`src/hdl/assert_macros.svh`:
```
// Assertion macros used by the top-level RTL file.
`ifndef ASSERT_MACROS_SVH
`define ASSERT_MACROS_SVH
// Same-cycle implication checked at every rising clock edge outside reset.
`define ASSERT_IMP(label, clk, rst, ante, cons) \
  label: assert property (@(posedge clk) disable iff (rst) (ante) |-> (cons)) \
    else $error("assertion failed: same-cycle implication");
// Next-cycle implication checked at every rising clock edge outside reset.
`define ASSERT_NXT(label, clk, rst, ante, cons) \
  label: assert property (@(posedge clk) disable iff (rst) (ante) |=> (cons)) \
    else $error("assertion failed: next-cycle implication");
`endif

```
`src/hdl/atsd_pkg.sv`:
```
// Shared types, widths, constants and the arctangent table of the detector.
package atsd_pkg;

  localparam int SAMPLE_W   = 10;
  localparam int FIX_W      = 18;
  localparam int SQ_W       = 36;
  localparam int MAG_W      = 18;
  localparam int ANG_W      = 26;
  localparam int DEG_W      = 8;
  localparam int IRQ_W      = 8;
  localparam int CFG_IDX_W  = 2;
  localparam int CFG_DATA_W = 10;

  localparam logic [CFG_IDX_W-1:0] REG_TILT_THR  = 2'd0;
  localparam logic [CFG_IDX_W-1:0] REG_SHAKE_THR = 2'd1;
  localparam logic [CFG_IDX_W-1:0] REG_ALPHA     = 2'd2;

  localparam int IRQ_SINGLE_TAP = 6;
  localparam int IRQ_DOUBLE_TAP = 5;

  localparam logic signed [ANG_W-1:0] HALF_TURN = 26'sd11796480;
  localparam logic [DEG_W-1:0]        DEG_MAX   = 8'd180;
  localparam logic [8:0]              ALPHA_ONE = 9'd256;

  typedef enum logic [3:0] {
    ST_IDLE, ST_WIN, ST_DIV_GO, ST_DIV, ST_TILT, ST_FMUL, ST_FADD, ST_SQR,
    ST_SQRT_GO, ST_SQRT, ST_ROLL_GO, ST_ROLL, ST_PITCH_GO, ST_PITCH, ST_FIN
  } state_t;

  // Arctangent of 2^-i in degrees scaled by 65536.
  function automatic logic [ANG_W-1:0] atan_q16(input logic [3:0] i);
    logic [ANG_W-1:0] a;
    case (i)
      4'd0:    a = 26'd2949120;
      4'd1:    a = 26'd1740967;
      4'd2:    a = 26'd919879;
      4'd3:    a = 26'd466945;
      4'd4:    a = 26'd234379;
      4'd5:    a = 26'd117304;
      4'd6:    a = 26'd58666;
      4'd7:    a = 26'd29335;
      4'd8:    a = 26'd14668;
      4'd9:    a = 26'd7334;
      4'd10:   a = 26'd3667;
      4'd11:   a = 26'd1833;
      4'd12:   a = 26'd917;
      4'd13:   a = 26'd458;
      4'd14:   a = 26'd229;
      4'd15:   a = 26'd115;
      default: a = 26'd0;
    endcase
    return a;
  endfunction

endpackage

```
`src/hdl/atsd_if.sv`:
```
// Sample and result channel interfaces.
interface atsd_sample_if;
  logic                                  valid;
  logic                                  ready;
  logic signed [atsd_pkg::SAMPLE_W-1:0]  accel_x;
  logic signed [atsd_pkg::SAMPLE_W-1:0]  accel_y;
  logic signed [atsd_pkg::SAMPLE_W-1:0]  accel_z;
  logic [atsd_pkg::IRQ_W-1:0]            irq_source;
  modport source(output valid, accel_x, accel_y, accel_z, irq_source, input ready);
  modport sink(input valid, accel_x, accel_y, accel_z, irq_source, output ready);
endinterface

interface atsd_result_if;
  logic                                  valid;
  logic                                  ready;
  logic signed [atsd_pkg::SAMPLE_W-1:0]  avg_x;
  logic signed [atsd_pkg::SAMPLE_W-1:0]  avg_y;
  logic signed [atsd_pkg::SAMPLE_W-1:0]  avg_z;
  logic                                  tilted;
  logic [1:0]                            tilt_axes;
  logic [atsd_pkg::DEG_W-1:0]            tilt_degrees;
  logic                                  single_tap;
  logic                                  double_tap;
  logic                                  shaken;
  modport source(output valid, avg_x, avg_y, avg_z, tilted, tilt_axes, tilt_degrees,
                 single_tap, double_tap, shaken, input ready);
  modport sink(input valid, avg_x, avg_y, avg_z, tilted, tilt_axes, tilt_degrees,
               single_tap, double_tap, shaken, output ready);
endinterface

```
`src/hdl/atsd_div.sv`:
```
// Bit-serial restoring divider of a window sum by the window depth.
module atsd_div #(
  parameter int WINDOW_DEPTH = 8
) (
  input  logic                                 clk,
  input  logic                                 rst,
  input  logic                                 start,
  input  logic signed [atsd_pkg::SAMPLE_W+$clog2(WINDOW_DEPTH)-1:0] sum,
  output logic                                 done,
  output logic signed [atsd_pkg::SAMPLE_W-1:0] quot
);
  localparam int SUM_W = atsd_pkg::SAMPLE_W + $clog2(WINDOW_DEPTH);
  localparam int REM_W = $clog2(WINDOW_DEPTH);
  localparam int CNT_W = $clog2(SUM_W + 1);
  localparam logic [REM_W:0] DIVISOR = (REM_W+1)'(WINDOW_DEPTH);

  logic             busy;
  logic [CNT_W-1:0] cnt;
  logic [SUM_W-1:0] dvd;
  logic [REM_W-1:0] rem;
  logic [SUM_W-1:0] quo;
  logic             neg;
  logic [REM_W:0]   trial;
  logic             ge;

  assign trial = {rem, dvd[SUM_W-1]};
  assign ge    = trial >= DIVISOR;

  always_ff @(posedge clk) begin
    if (rst) begin
      busy <= 1'b0;
      done <= 1'b0;
      cnt  <= '0;
    end else begin
      done <= 1'b0;
      if (start) begin
        busy <= 1'b1;
        cnt  <= '0;
        neg  <= sum[SUM_W-1];
        dvd  <= sum[SUM_W-1] ? SUM_W'(-sum) : SUM_W'(sum);
        rem  <= '0;
        quo  <= '0;
      end else if (busy) begin
        rem <= ge ? REM_W'(trial - DIVISOR) : REM_W'(trial);
        quo <= {quo[SUM_W-2:0], ge};
        dvd <= {dvd[SUM_W-2:0], 1'b0};
        cnt <= cnt + 1'b1;
        if (cnt == CNT_W'(SUM_W - 1)) begin
          busy <= 1'b0;
          done <= 1'b1;
        end
      end
    end
  end

  // Truncation toward zero: divide the magnitude, then restore the sign.
  assign quot = neg ? -$signed(quo[atsd_pkg::SAMPLE_W-1:0])
                    : $signed(quo[atsd_pkg::SAMPLE_W-1:0]);
endmodule

```
`src/hdl/atsd_isqrt.sv`:
```
// Floor integer square root, two radicand bits per cycle.
module atsd_isqrt (
  input  logic                          clk,
  input  logic                          rst,
  input  logic                          start,
  input  logic [atsd_pkg::SQ_W-1:0]     radicand,
  output logic                          done,
  output logic [atsd_pkg::MAG_W-1:0]    root
);
  localparam int RT_W  = atsd_pkg::MAG_W;
  localparam int REM_W = RT_W + 2;
  localparam int CUR_W = REM_W + 2;

  logic                         busy;
  logic [4:0]                   cnt;
  logic [atsd_pkg::SQ_W-1:0]    v;
  logic [REM_W-1:0]             rem;
  logic [CUR_W-1:0]             cur;
  logic [CUR_W-1:0]             trial;

  assign cur   = {rem, v[atsd_pkg::SQ_W-1 -: 2]};
  assign trial = CUR_W'({root, 2'b01});

  always_ff @(posedge clk) begin
    if (rst) begin
      busy <= 1'b0;
      done <= 1'b0;
      cnt  <= '0;
    end else begin
      done <= 1'b0;
      if (start) begin
        busy <= 1'b1;
        cnt  <= '0;
        v    <= radicand;
        rem  <= '0;
        root <= '0;
      end else if (busy) begin
        if (cur >= trial) begin
          rem  <= REM_W'(cur - trial);
          root <= {root[RT_W-2:0], 1'b1};
        end else begin
          rem  <= REM_W'(cur);
          root <= {root[RT_W-2:0], 1'b0};
        end
        v   <= {v[atsd_pkg::SQ_W-3:0], 2'b00};
        cnt <= cnt + 1'b1;
        if (cnt == 5'(RT_W - 1)) begin
          busy <= 1'b0;
          done <= 1'b1;
        end
      end
    end
  end
endmodule

```
`src/hdl/atsd_cordic.sv`:
```
// CORDIC vectoring unit giving atan2 in degrees times 65536, one step per cycle.
module atsd_cordic #(
  parameter int CORDIC_STEPS = 12
) (
  input  logic                              clk,
  input  logic                              rst,
  input  logic                              start,
  input  logic signed [atsd_pkg::FIX_W:0]   y_in,
  input  logic signed [atsd_pkg::FIX_W:0]   x_in,
  output logic                              done,
  output logic signed [atsd_pkg::ANG_W-1:0] angle
);
  localparam int W = 34;

  logic                              busy;
  logic                              zero;
  logic [3:0]                        step;
  logic signed [W-1:0]               x;
  logic signed [W-1:0]               y;
  logic signed [atsd_pkg::ANG_W-1:0] z;
  logic signed [W-1:0]               xs;
  logic signed [W-1:0]               ys;
  logic signed [W-1:0]               dx;
  logic signed [W-1:0]               dy;
  logic signed [atsd_pkg::ANG_W-1:0] at;

  assign xs = W'(x_in) <<< 12;
  assign ys = W'(y_in) <<< 12;
  assign dx = y >>> step;
  assign dy = x >>> step;
  assign at = $signed(atsd_pkg::atan_q16(step));

  always_ff @(posedge clk) begin
    if (rst) begin
      busy <= 1'b0;
      done <= 1'b0;
      step <= '0;
    end else begin
      done <= 1'b0;
      if (start) begin
        busy <= 1'b1;
        step <= '0;
        zero <= (x_in == '0) && (y_in == '0);
        // A vector in the left half plane is turned by half a turn first.
        if (x_in < 0) begin
          x <= -xs;
          y <= -ys;
          z <= (y_in >= 0) ? atsd_pkg::HALF_TURN : -atsd_pkg::HALF_TURN;
        end else begin
          x <= xs;
          y <= ys;
          z <= '0;
        end
      end else if (busy) begin
        if (y > 0) begin
          x <= x + dx;
          y <= y - dy;
          z <= z + at;
        end else begin
          x <= x - dx;
          y <= y + dy;
          z <= z - at;
        end
        step <= step + 1'b1;
        if (step == 4'(CORDIC_STEPS - 1)) begin
          busy <= 1'b0;
          done <= 1'b1;
        end
      end
    end
  end

  assign angle = zero ? '0 : z;
endmodule

```
`src/hdl/accel_tilt_shake_tap_detector_unit.sv`:
```
// Top level of the tilt, shake and tap detector.
// One word is taken at a time; the input is ready again once the result is registered.
// Each word passes the window update, then the serial dividers, whose length is set
// by SUM_W = 10 + clog2(WINDOW_DEPTH), then the tilt check, then the output register.
// A tilted word passes the filter, square root and roll and pitch CORDIC runs in between.
// A result that stalls at the output holds back the next word.
// Synchronous reset clears the window, sums, filter state and handshakes and loads the config defaults.
`include "assert_macros.svh"
module accel_tilt_shake_tap_detector_unit #(
  parameter int WINDOW_DEPTH = 8,
  parameter int CORDIC_STEPS = 12
) (
  input  logic                                clk,
  input  logic                                rst,
  input  logic                                cfg_we,
  input  logic [atsd_pkg::CFG_IDX_W-1:0]      cfg_index,
  input  logic [atsd_pkg::CFG_DATA_W-1:0]     cfg_data,
  atsd_sample_if.sink                         sample,
  atsd_result_if.source                       result
);
  localparam int SW     = atsd_pkg::SAMPLE_W;
  localparam int FW     = atsd_pkg::FIX_W;
  localparam int SUM_W  = SW + $clog2(WINDOW_DEPTH);
  localparam int SLOT_W = $clog2(WINDOW_DEPTH);

  atsd_pkg::state_t state, state_next;

  logic [8:0]                   tilt_thr;
  logic [9:0]                   shake_thr;
  logic [8:0]                   alpha;

  logic signed [SW-1:0]         nx, ny, nz;
  logic [atsd_pkg::IRQ_W-1:0]   irq;
  logic signed [SW-1:0]         prev_x, prev_y;
  logic signed [SW-1:0]         win_x [WINDOW_DEPTH];
  logic signed [SW-1:0]         win_y [WINDOW_DEPTH];
  logic signed [SW-1:0]         win_z [WINDOW_DEPTH];
  logic [SLOT_W-1:0]            slot, slot_next;
  logic signed [SUM_W-1:0]      sum_x, sum_y, sum_z;
  logic signed [FW-1:0]         sm [3];
  logic                         shk;

  logic                         div_start;
  logic                         div_done_x, div_done_y, div_done_z;
  logic signed [SW-1:0]         q_x, q_y, q_z;
  logic signed [SW-1:0]         avg_x, avg_y, avg_z;
  logic [1:0]                   axes;
  logic [SW-1:0]                abs_x, abs_y;

  logic [1:0]                   k;
  logic [8:0]                   a_sat, a_inv;
  logic signed [SW-1:0]         raw_k;
  logic signed [FW-1:0]         sm_k;
  logic signed [19:0]           p1;
  logic signed [27:0]           p2;
  logic signed [28:0]           t_sum;

  logic signed [35:0]           sq_y, sq_z;
  logic                         sqrt_start, sqrt_done;
  logic [atsd_pkg::MAG_W-1:0]   mag;

  logic                         cor_start, cor_done;
  logic signed [FW:0]           cor_y, cor_x;
  logic signed [atsd_pkg::ANG_W-1:0] cor_angle;
  logic [atsd_pkg::ANG_W-1:0]   roll_abs, pitch_abs, ang_max;
  logic [9:0]                   deg_raw;
  logic [atsd_pkg::DEG_W-1:0]   degrees;

  logic signed [SW:0]           dxs, dys;
  logic [SW:0]                  adx, ady;

  // Configuration registers.
  always_ff @(posedge clk) begin
    if (rst) begin
      tilt_thr  <= 9'd100;
      shake_thr <= 10'd100;
      alpha     <= 9'd26;
    end else if (cfg_we) begin
      case (cfg_index)
        atsd_pkg::REG_TILT_THR:  tilt_thr  <= cfg_data[8:0];
        atsd_pkg::REG_SHAKE_THR: shake_thr <= cfg_data[9:0];
        atsd_pkg::REG_ALPHA:     alpha     <= cfg_data[8:0];
        default: ;
      endcase
    end
  end

  assign slot_next = (slot == SLOT_W'(WINDOW_DEPTH - 1)) ? '0 : slot + 1'b1;

  assign dxs = (SW+1)'(nx) - (SW+1)'(prev_x);
  assign dys = (SW+1)'(ny) - (SW+1)'(prev_y);
  assign adx = dxs[SW] ? (SW+1)'(-dxs) : (SW+1)'(dxs);
  assign ady = dys[SW] ? (SW+1)'(-dys) : (SW+1)'(dys);

  assign abs_x = q_x[SW-1] ? SW'(-q_x) : SW'(q_x);
  assign abs_y = q_y[SW-1] ? SW'(-q_y) : SW'(q_y);

  assign a_sat = (alpha > atsd_pkg::ALPHA_ONE) ? atsd_pkg::ALPHA_ONE : alpha;
  assign a_inv = atsd_pkg::ALPHA_ONE - a_sat;
  assign raw_k = (k == 2'd0) ? nx : (k == 2'd1) ? ny : nz;
  assign sm_k  = sm[k];
  assign t_sum = (29'(p1) <<< 8) + 29'(p2) + 29'sd128;

  assign div_start  = (state == atsd_pkg::ST_DIV_GO);
  assign sqrt_start = (state == atsd_pkg::ST_SQRT_GO);
  assign cor_start  = (state == atsd_pkg::ST_ROLL_GO) || (state == atsd_pkg::ST_PITCH_GO);
  assign cor_y = (state == atsd_pkg::ST_ROLL_GO) ? -(FW+1)'(sm[1]) : (FW+1)'(sm[0]);
  assign cor_x = (state == atsd_pkg::ST_ROLL_GO) ? (FW+1)'(sm[2])
                                                 : $signed({1'b0, mag});

  assign pitch_abs = cor_angle[atsd_pkg::ANG_W-1] ? atsd_pkg::ANG_W'(-cor_angle)
                                                  : atsd_pkg::ANG_W'(cor_angle);
  assign ang_max   = (roll_abs > pitch_abs) ? roll_abs : pitch_abs;
  assign deg_raw   = ang_max[25:16];

  atsd_div #(.WINDOW_DEPTH(WINDOW_DEPTH)) u_div_x (
    .clk(clk), .rst(rst), .start(div_start), .sum(sum_x), .done(div_done_x), .quot(q_x));
  atsd_div #(.WINDOW_DEPTH(WINDOW_DEPTH)) u_div_y (
    .clk(clk), .rst(rst), .start(div_start), .sum(sum_y), .done(div_done_y), .quot(q_y));
  atsd_div #(.WINDOW_DEPTH(WINDOW_DEPTH)) u_div_z (
    .clk(clk), .rst(rst), .start(div_start), .sum(sum_z), .done(div_done_z), .quot(q_z));

  atsd_isqrt u_isqrt (
    .clk(clk), .rst(rst), .start(sqrt_start),
    .radicand(atsd_pkg::SQ_W'(sq_y) + atsd_pkg::SQ_W'(sq_z)),
    .done(sqrt_done), .root(mag));

  atsd_cordic #(.CORDIC_STEPS(CORDIC_STEPS)) u_cordic (
    .clk(clk), .rst(rst), .start(cor_start), .y_in(cor_y), .x_in(cor_x),
    .done(cor_done), .angle(cor_angle));

  always_ff @(posedge clk) begin
    if (rst) begin
      state <= atsd_pkg::ST_IDLE;
    end else begin
      state <= state_next;
    end
  end

  always_comb begin
    state_next = state;
    case (state)
      atsd_pkg::ST_IDLE:     if (sample.valid) state_next = atsd_pkg::ST_WIN;
      atsd_pkg::ST_WIN:      state_next = atsd_pkg::ST_DIV_GO;
      atsd_pkg::ST_DIV_GO:   state_next = atsd_pkg::ST_DIV;
      atsd_pkg::ST_DIV:      if (div_done_x && div_done_y && div_done_z) begin
                               state_next = atsd_pkg::ST_TILT;
                             end
      atsd_pkg::ST_TILT:     state_next = (axes != 2'd0) ? atsd_pkg::ST_FMUL
                                                         : atsd_pkg::ST_FIN;
      atsd_pkg::ST_FMUL:     state_next = atsd_pkg::ST_FADD;
      atsd_pkg::ST_FADD:     state_next = (k == 2'd2) ? atsd_pkg::ST_SQR : atsd_pkg::ST_FMUL;
      atsd_pkg::ST_SQR:      state_next = atsd_pkg::ST_SQRT_GO;
      atsd_pkg::ST_SQRT_GO:  state_next = atsd_pkg::ST_SQRT;
      atsd_pkg::ST_SQRT:     if (sqrt_done) state_next = atsd_pkg::ST_ROLL_GO;
      atsd_pkg::ST_ROLL_GO:  state_next = atsd_pkg::ST_ROLL;
      atsd_pkg::ST_ROLL:     if (cor_done) state_next = atsd_pkg::ST_PITCH_GO;
      atsd_pkg::ST_PITCH_GO: state_next = atsd_pkg::ST_PITCH;
      atsd_pkg::ST_PITCH:    if (cor_done) state_next = atsd_pkg::ST_FIN;
      atsd_pkg::ST_FIN:      if (!result.valid || result.ready) begin
                               state_next = atsd_pkg::ST_IDLE;
                             end
      default:               state_next = atsd_pkg::ST_IDLE;
    endcase
  end

  assign sample.ready = (state == atsd_pkg::ST_IDLE);

  // Datapath state that reset must clear.
  always_ff @(posedge clk) begin
    if (rst) begin
      slot   <= '0;
      sum_x  <= '0;
      sum_y  <= '0;
      sum_z  <= '0;
      prev_x <= '0;
      prev_y <= '0;
      for (int i = 0; i < WINDOW_DEPTH; i++) begin
        win_x[i] <= '0;
        win_y[i] <= '0;
        win_z[i] <= '0;
      end
      for (int i = 0; i < 3; i++) begin
        sm[i] <= '0;
      end
    end else begin
      if (state == atsd_pkg::ST_WIN) begin
        slot   <= slot_next;
        sum_x  <= sum_x + SUM_W'(nx) - SUM_W'(win_x[slot_next]);
        sum_y  <= sum_y + SUM_W'(ny) - SUM_W'(win_y[slot_next]);
        sum_z  <= sum_z + SUM_W'(nz) - SUM_W'(win_z[slot_next]);
        win_x[slot_next] <= nx;
        win_y[slot_next] <= ny;
        win_z[slot_next] <= nz;
        prev_x <= nx;
        prev_y <= ny;
      end
      if (state == atsd_pkg::ST_FADD) begin
        sm[k] <= FW'(t_sum >>> 8);
      end
    end
  end

  // Payload registers of the working item.
  always_ff @(posedge clk) begin
    if (sample.valid && sample.ready) begin
      nx  <= sample.accel_x;
      ny  <= sample.accel_y;
      nz  <= sample.accel_z;
      irq <= sample.irq_source;
    end
    if (state == atsd_pkg::ST_WIN) begin
      shk <= (adx > (SW+1)'(shake_thr)) || (ady > (SW+1)'(shake_thr));
    end
    if (state == atsd_pkg::ST_DIV) begin
      avg_x <= q_x;
      avg_y <= q_y;
      avg_z <= q_z;
      axes  <= {abs_y > SW'(tilt_thr), abs_x > SW'(tilt_thr)};
    end
    if (state == atsd_pkg::ST_TILT) begin
      k       <= 2'd0;
      degrees <= '0;
    end
    if (state == atsd_pkg::ST_FMUL) begin
      p1 <= raw_k * $signed({1'b0, a_sat});
      p2 <= sm_k * $signed({1'b0, a_inv});
    end
    if (state == atsd_pkg::ST_FADD) begin
      k <= k + 1'b1;
    end
    if (state == atsd_pkg::ST_SQR) begin
      sq_y <= sm[1] * sm[1];
      sq_z <= sm[2] * sm[2];
    end
    if (state == atsd_pkg::ST_ROLL && cor_done) begin
      roll_abs <= pitch_abs;
    end
    if (state == atsd_pkg::ST_PITCH && cor_done) begin
      degrees <= (deg_raw > 10'(atsd_pkg::DEG_MAX)) ? atsd_pkg::DEG_MAX
                                                    : deg_raw[atsd_pkg::DEG_W-1:0];
    end
  end

  // Output register.
  always_ff @(posedge clk) begin
    if (rst) begin
      result.valid <= 1'b0;
    end else if (state == atsd_pkg::ST_FIN && (!result.valid || result.ready)) begin
      result.valid <= 1'b1;
    end else if (result.ready) begin
      result.valid <= 1'b0;
    end
  end

  always_ff @(posedge clk) begin
    if (state == atsd_pkg::ST_FIN && (!result.valid || result.ready)) begin
      result.avg_x        <= avg_x;
      result.avg_y        <= avg_y;
      result.avg_z        <= avg_z;
      result.tilted       <= (axes != 2'd0);
      result.tilt_axes    <= axes;
      result.tilt_degrees <= degrees;
      result.double_tap   <= irq[atsd_pkg::IRQ_DOUBLE_TAP];
      result.single_tap   <= irq[atsd_pkg::IRQ_SINGLE_TAP] && !irq[atsd_pkg::IRQ_DOUBLE_TAP];
      result.shaken       <= shk;
    end
  end

  `ASSERT_NXT(a_accept_to_window, clk, rst, sample.valid && sample.ready, state == atsd_pkg::ST_WIN)
  `ASSERT_IMP(a_flat_no_degrees, clk, rst, result.valid && !result.tilted, result.tilt_degrees == '0)
  `ASSERT_IMP(a_degrees_limit, clk, rst, result.valid, result.tilt_degrees <= atsd_pkg::DEG_MAX)
  `ASSERT_IMP(a_tap_exclusive, clk, rst, result.valid, !(result.single_tap && result.double_tap))
endmodule

```
`src/flat_wrapper.sv`:
```
// flat-port wrapper written by rule: the top's interface ports become plain ports
module accel_tilt_shake_tap_detector_unit_flat 
#(
  parameter int WINDOW_DEPTH = 8,
  parameter int CORDIC_STEPS = 12
)
  (clk, rst, cfg_we, cfg_index, cfg_data, sample_valid, sample_accel_x, sample_accel_y, sample_accel_z, sample_irq_source, sample_ready, result_valid, result_avg_x, result_avg_y, result_avg_z, result_tilted, result_tilt_axes, result_tilt_degrees, result_single_tap, result_double_tap, result_shaken, result_ready);
  atsd_sample_if sample_i ();
  atsd_result_if result_i ();
  input  logic clk;
  input  logic rst;
  input  logic cfg_we;
  input  logic [atsd_pkg::CFG_IDX_W-1:0] cfg_index;
  input  logic [atsd_pkg::CFG_DATA_W-1:0] cfg_data;
  input wire logic [$bits(sample_i.valid)-1:0] sample_valid;
  input wire logic [$bits(sample_i.accel_x)-1:0] sample_accel_x;
  input wire logic [$bits(sample_i.accel_y)-1:0] sample_accel_y;
  input wire logic [$bits(sample_i.accel_z)-1:0] sample_accel_z;
  input wire logic [$bits(sample_i.irq_source)-1:0] sample_irq_source;
  output wire logic [$bits(sample_i.ready)-1:0] sample_ready;
  output wire logic [$bits(result_i.valid)-1:0] result_valid;
  output wire logic [$bits(result_i.avg_x)-1:0] result_avg_x;
  output wire logic [$bits(result_i.avg_y)-1:0] result_avg_y;
  output wire logic [$bits(result_i.avg_z)-1:0] result_avg_z;
  output wire logic [$bits(result_i.tilted)-1:0] result_tilted;
  output wire logic [$bits(result_i.tilt_axes)-1:0] result_tilt_axes;
  output wire logic [$bits(result_i.tilt_degrees)-1:0] result_tilt_degrees;
  output wire logic [$bits(result_i.single_tap)-1:0] result_single_tap;
  output wire logic [$bits(result_i.double_tap)-1:0] result_double_tap;
  output wire logic [$bits(result_i.shaken)-1:0] result_shaken;
  input wire logic [$bits(result_i.ready)-1:0] result_ready;
  assign sample_i.valid = sample_valid;
  assign sample_i.accel_x = sample_accel_x;
  assign sample_i.accel_y = sample_accel_y;
  assign sample_i.accel_z = sample_accel_z;
  assign sample_i.irq_source = sample_irq_source;
  assign sample_ready = sample_i.ready;
  assign result_valid = result_i.valid;
  assign result_avg_x = result_i.avg_x;
  assign result_avg_y = result_i.avg_y;
  assign result_avg_z = result_i.avg_z;
  assign result_tilted = result_i.tilted;
  assign result_tilt_axes = result_i.tilt_axes;
  assign result_tilt_degrees = result_i.tilt_degrees;
  assign result_single_tap = result_i.single_tap;
  assign result_double_tap = result_i.double_tap;
  assign result_shaken = result_i.shaken;
  assign result_i.ready = result_ready;
  accel_tilt_shake_tap_detector_unit #(.WINDOW_DEPTH(WINDOW_DEPTH), .CORDIC_STEPS(CORDIC_STEPS)) u_core (.clk(clk), .rst(rst), .cfg_we(cfg_we), .cfg_index(cfg_index), .cfg_data(cfg_data), .sample(sample_i), .result(result_i));
endmodule
```
`config.mk`:
```
export PLATFORM = sky130hd
export DESIGN_NAME = accel_tilt_shake_tap_detector_unit_flat
export DESIGN_NICKNAME = d
export VERILOG_FILES = /design/src/hdl/atsd_pkg.sv /design/src/hdl/atsd_if.sv /design/src/hdl/atsd_div.sv /design/src/hdl/atsd_isqrt.sv /design/src/hdl/atsd_cordic.sv /design/src/hdl/accel_tilt_shake_tap_detector_unit.sv /design/src/flat_wrapper.sv
export VERILOG_INCLUDE_DIRS = /design/src /design/src/hdl
export SDC_FILE = /design/constraint.sdc
export NUM_CORES = 2
export LEC_CHECK = 0
export ABC_CLOCK_PERIOD_IN_PS = 6400
export BUFFER_PORTS_ARGS = -buffer_cell sky130_fd_sc_hd__buf_4
export CAP_MARGIN = 20
export CORE_MARGIN = 4
export CORE_UTILIZATION = 59
export DETAILED_ROUTE_END_ITERATION = 12
export PLACE_DENSITY = 0.78
export SLEW_MARGIN = 20
export SYNTH_ARGS = -nofsm -noshare
export SYNTH_HDL_FRONTEND = slang
export SYNTH_SLANG_ARGS = --single-unit
```
`constraint.sdc`:
```
create_clock -name clk -period 6.4 [get_ports clk]
set_input_delay 0.64 -clock clk [delete_from_list [all_inputs] [get_ports clk]]
set_output_delay 0.64 -clock clk [all_outputs]
set_load 0.05 [all_outputs]
```
# Word-level counts from Yosys, hierarchy flattened

Memory sizes are Yosys's and may differ from the RTL's. A register that Yosys moved wholly into a read port is not among the register bits.
Index checks and enable logic that the tools add are counted.
W data, S select, Z words.

Add/subtract/negate cells: 43
Multiply operators: 4
Div/mod/pow operators: 0
Order comparisons: 14
Equal/unequal tests: 30
Shifts and indexed selects: 2
Muxes and demuxes: 112
Bitwise gates (word level): 6
Reduce and logical (&&, ||, !) cells: 50

Operators by type and width:

| operator             | count |
|---|---|
| $mux W34             | 8 |
| $mux W26             | 8 |
| $mux W10             | 13 |
| $mux W13             | 9 |
| $mul A18 B18 Y36     | 2 |
| $mux W36             | 2 |
| $add A34 B34 Y34     | 2 |
| $neg A31 Y34         | 2 |
| $sshr A34 B4 Y34     | 2 |
| $sub A34 B34 Y34     | 2 |
| $pmux W4 S15         | 1 |
| $add A26 B26 Y26     | 2 |
| $neg A10 Y10         | 5 |
| $eq A4 B4 Y1 const B | 11 |
| $mux W20             | 2 |
| $add A13 B10 Y13     | 3 |
| $neg A13 Y13         | 3 |
| $sub A13 B10 Y13     | 3 |
| $logic_not A19 Y1    | 2 |
| $mux W19             | 2 |
| $add A36 B36 Y36     | 1 |
| $mux W18             | 2 |
| $mux W4              | 9 |
| $mux W1              | 35 |
| other kinds (52)     | 130 |

Register bits after elaboration: 642
Bits in latches: 0
RAM bits: 294
Memory bits (read-only): 352
Bits of input ports: 55
Output and inout port bits: 46
Word-level logic and storage cells: 336
Memories: 5

Memory list:

| name            | depth | bits a word | read ports | clocked after Yosys merged registers in | wr ports | RTL line                                 | RTL |
|---|---|---|---|---|---|---|---|
| (no name shown) | 16    | 22          | 1          | 1                                       | 0        | atsd_pkg.sv:33                           | `case (i)` |
| u_core.win_x    | 8     | 10          | 1          | 0                                       | 8        | accel_tilt_shake_tap_detector_unit.sv:35 | `logic signed [SW-1:0] win_x [WINDOW_DEPTH];` |
| u_core.win_y    | 8     | 10          | 1          | 0                                       | 8        | accel_tilt_shake_tap_detector_unit.sv:36 | `logic signed [SW-1:0] win_y [WINDOW_DEPTH];` |
| u_core.win_z    | 8     | 10          | 1          | 0                                       | 8        | accel_tilt_shake_tap_detector_unit.sv:37 | `logic signed [SW-1:0] win_z [WINDOW_DEPTH];` |
| u_core.sm       | 3     | 18          | 4          | 1                                       | 3        | accel_tilt_shake_tap_detector_unit.sv:40 | `logic signed [FW-1:0] sm [3];` |

# Logic depth before layout (Yosys ltp)

Word-level depth: 8
Gate-level depth with buffers: 31
Depth with buffers taken out: 28

# Hierarchy

Synthesis repeated with hierarchy kept, for this count alone.

Cells, all modules: 9268
Area total of the unflattened synthesis: 90521.8 µm²

By module, submodules not included:

| module                             | times used | cells an instance | area an instance (µm²) | sequential area each (µm²) |
|---|---|---|---|---|
| accel_tilt_shake_tap_detector_unit | 1          | 6364              | 64117.7                | 18878.1 |
| atsd_cordic                        | 1          | 1967              | 16354.4                | 3413.3 |
| atsd_div                           | 3          | 181               | 1844.3                 | 930.9 |
| atsd_isqrt                         | 1          | 394               | 4516.8                 | 2362.3 |

# Worst setup path after synthesis

No wires, ideal clock.

Path kind: register -> register
Start: memory u_core.sm[2][11] (netlist name)
End: register u_core.sq_z[34], data pin
Setup time: 0.258 ns
Arrival time: 6.668 ns
Required time: 6.142 ns
Path slack: -0.526 ns
Stages on the path, launching flop included: 27
Path buffers: 2
Period minus slack after synthesis: 6.926 ns
Cell sequence: edfxtp_1 > clkbuf_1 > clkbuf_1 > nand2_1 > inv_1 > fa_1 > inv_1 > fa_1 > fa_1 > inv_1 > fa_1 > inv_1 > fa_1 > inv_1 > fa_1 > ha_1 > or4_1 > or3_1 > a21oi_1 > o41ai_1 > nor2_1 > o31ai_1 > a41o_1 > o41a_1 > a21o_1 > a21oi_1 > xnor2_1

RTL lines:

| what                 | RTL line                                  | RTL |
|---|---|---|
| from (decl)          | accel_tilt_shake_tap_detector_unit.sv:40  |  |
| to (signal assigned) | accel_tilt_shake_tap_detector_unit.sv:234 | `sq_z <= sm[2] * sm[2];` |
| to (decl)            | accel_tilt_shake_tap_detector_unit.sv:58  | `logic signed [35:0] sq_y, sq_z;` |

==> results.cfg <==
[power_and_ir_drop]
pwr-share-seq = 0.214
power.internal_mw = 23.7
ir_drop_v = 0.000546
swShare = 0.423
power_frac_clock = 0.163
power_per_cell_area_nw_per_um2 = 410
power.net_switching_mw = 17.4
power_frac_comb = 0.623
leakagePower_nw = 43.9

[critical_path]
cp.required_ns = 6.89
critPathKind = reg2reg
delay_heaviest_family_cp = adder cells
path_common_cell = sky130_fd_sc_hd__fa_1
timing.critical_path.slowest_cell_delay_ns = 0.55
worst-path-buf-inv = 6
critical_path_arrival_ns = 7.23
worst_path_max_delay_cell = sky130_fd_sc_hd__fa_1
timing.critical_path.fanout_max = 3
worstSetupEndpointType = flip-flop
start_kind = flip-flop

[global_routing]
globalRouteOverflowTotal = 0
initial_antenna_violation_count = 3
maximum_number_of_pins_on_one_net_before_global_route_repair = 105
global_route.usage.total = 0.297
global_route_wire_length_before_repair_mm = 371
vias_in_the_first_global_route = 69500

[yosys]
postSynthAreaPerCell_um2 = 9.80
async_flop_share = 0
synthDominantCellAreaShare = 0.277
synth_cell_type_count = 94
yosysSeqAreaShare = 0.311
synth.top_cells.by_count = 1291 x sky130_fd_sc_hd__inv_1, 887 x sky130_fd_sc_hd__nand2_1, 842 x sky130_fd_sc_hd__fa_1
synth_edf_count = 814
post-synth-top-count-cell = sky130_fd_sc_hd__inv_1
synthDominantAreaCellType = sky130_fd_sc_hd__edfxtp_1
ys.flop_type = sky130_fd_sc_hd__edfxtp_1
mappedNetlistArea_um2 = 88200
post_synth_inst_count = 8997
syn-num-nets = 10500
yosys_register_bits = 964
yosysWarningCount = 0
synth_area_leaders = sky130_fd_sc_hd__edfxtp_1 28%, sky130_fd_sc_hd__fa_1 19%, sky130_fd_sc_hd__ha_1 8.7%

[timing]
final_max_slew_viol_count = 0
timing.final.ws_setup_ns = -0.348
clock_skew_ns = 0.0699
timing.final.crit_period_ns = 6.75
timing.final.hold_violations = 0
finalSetupViolCount = 8
period_share = 1.05
max_slew.worst_pin.slew_ns = 1.10
grt_setup_unrepaired = true
max_freq_mhz = 148
timing.max_slew.rel_slack = 0.267
hold_slack_ns = 0.0364

[place]
placed_cell_area_um2 = 93700
port_buffers = 94
numPlacedInstances = 11100
place.detailed.hpwl_mm = 175
last_weighted_congestion_value_of_the_routability_driven_placer = 0.952

[floorplanning]
design.core.area_um2 = 148000
start_util = 0.595
die_width_um = 395
die_area_um2 = 156000
chipHeight_um = 395
num_rows = 141
num_io_pins = 101

[drt]
detail_route.drc_violations = 0
dr.pass1.iters = 8
postRouteWirelength_mm = 236
via_per_inst = 5.99
num_vias = 68700
antenna_left = 0
detail_route.wl_per_cell_um = 20.6
detailedRoute.firstIterationViolations = 6071

[final_layout]
area.growth.synth_to_final_pct = 13.5
nNetsFinal = 11000
final_standard_cell_count_with_taps_included_and_fillers_excluded = 11500
post_route_cells_drive_above_1_share = 0.133
fin_area_um2 = 100000
fillers = 10900

[cts]
clock_latency_ns = 0.81
clk_path_buf_depth = 3
clk_pin_slew_ns = 0.07
htree_num_levels = 3
cts_tree = done
clockRootBuffer = sky130_fd_sc_hd__clkbuf_16
cts.sinks = 964
cts_made_buffers = 108

[min_path]
hold_path.class = in2reg

[run_status]
failing_checks = setup timing
status = complete, but fails checks

[flow_run]
max_cap_viol_count = 0
## final timing paths
kind | from | end | slack (ns) | depth (start not counted)
max | u_core.sm[2][4]$_SDFFCE_PN0P_ | u_core.sq_z[34]$_DFFE_PP_ | -0.35 | 25
max reg2reg | u_core.sm[2][4]$_SDFFCE_PN0P_ | u_core.sq_z[34]$_DFFE_PP_ | -0.35 | 25
min reg2reg | u_core.avg_x[2]$_DFFE_PP_ | u_core.result.avg_x[2]$_DFFE_PP_ | 0.39 | 0
min | sample_accel_y[6] | u_core.ny[6]$_DFFE_PP_ | 0.04 | 1
## cell usage in the layout, fill, tap and decap left out, types with 108 or more instances in the layout
cell,n
sky130_fd_sc_hd__a21o_1,108
sky130_fd_sc_hd__a21oi_1,370
sky130_fd_sc_hd__and2_1,175
sky130_fd_sc_hd__buf_4,595
sky130_fd_sc_hd__clkbuf_16,109
sky130_fd_sc_hd__dfxtp_1,144
sky130_fd_sc_hd__edfxtp_1,814
sky130_fd_sc_hd__fa_1,812
sky130_fd_sc_hd__ha_1,587
sky130_fd_sc_hd__inv_1,1264
sky130_fd_sc_hd__mux2i_1,116
sky130_fd_sc_hd__nand2_1,865
sky130_fd_sc_hd__nand3_1,113
sky130_fd_sc_hd__nor2_1,634
sky130_fd_sc_hd__nor3_1,336
sky130_fd_sc_hd__o21ai_0,337
sky130_fd_sc_hd__xnor2_1,362
sky130_fd_sc_hd__xor2_1,203
## registers in the layout, indices dropped and copies added, names as in the netlist, 13 cells and up, named ones only
register,flops
u_core.win_x,80
u_core.win_y,80
u_core.win_z,80
u_core.sm,72
u_core.u_isqrt.v,36
u_core.sq_y,35
u_core.sq_z,35
u_core.u_cordic.x,34
u_core.u_cordic.y,34
u_core.roll_abs,26
u_core.u_cordic.z,26
u_core.u_cordic.at,22
u_core.u_isqrt.rem,20
u_core.p2,19
u_core.p1,18
u_core.u_isqrt.root,18
u_core.sum_x,13
u_core.sum_y,13
u_core.sum_z,13
u_core.u_div_x.dvd,13
u_core.u_div_y.dvd,13
u_core.u_div_z.dvd,13
## metrics by stage
step                TNS, ns  power [mW]  setup slack, ns   util
floorplan            -0.366        25.6           -0.283      -
global placement      -2.32        31.3           -0.444  0.632
detailed placement    -4.17        32.2           -0.409  0.632
CTS                  -0.496        39.4           -0.297  0.666
global route          -3.37        44.5           -0.540  0.675
finish                -1.27        41.0           -0.348  0.675
## cells by family (layout without fill, tap and decap cells)
| family | Yosys count | in the layout | share of synthesized area |
|---|---|---|---|
| and+or+nand+nor | 2619 | 2619 | 0.137 |
| adders and majority gates | 1458 | 1458 | 0.279 |
| buffers and inverters | 1687 | 2226 | 0.0728 |
| DFF | 964 | 964 | 0.311 |
| other | 0 | 3 | 0 |
| xor gates and xnor gates | 573 | 573 | 0.0569 |
| muxes | 234 | 234 | 0.0378 |
| AOI/OAI and AO/OA | 1462 | 1462 | 0.105 |
## repair_timing
action | 4_1_cts | 5_1_grt
gates resized for setup | 90 | 221
setup endpoints to repair | 26 | 41
hold buffers | 31 | 0
setup buffers | 56 | 72
pin swaps | 64 | 165
cloned | 1 | 0
hold endpoints to repair | 31 | 0
## per-layer routing
metal  part of all wire  vias to the layer above  global-route usage
met5                  0                        -                   0
met4              0.039                        0               0.101
met3              0.090                      619              0.0541
met2               0.47                     3063               0.486
met1               0.40                    33900               0.401
li1                   -                    31200                   -
## area by class of cell
cell class                 instances  area, um^2  share of cell area
clock buffer                     136        2950              0.0295
sequential                       964       27500               0.274
multi-input combinational       6346       55600               0.555
antenna                            3        7.51           0.0000750
clock inverter                    69         892             0.00891
timing repair buffer             697        5820              0.0582
tap                             1930        2410              0.0241
inverter                        1324        4980              0.0498
## power by group through the flow
stage          clock network (mW)  registers (mW)  logic [mW]
4_1_cts                      6.72            8.78        23.9
3_5_place_dp                    0            8.91        23.3
2_1_floorplan                   0            8.72        16.9
3_3_place_gp                    0            8.88        22.4
5_1_grt                      7.01            8.85        28.6
6_report                     6.67            8.80        25.6
No activity file was read; power rests on OpenSTA's default activity.
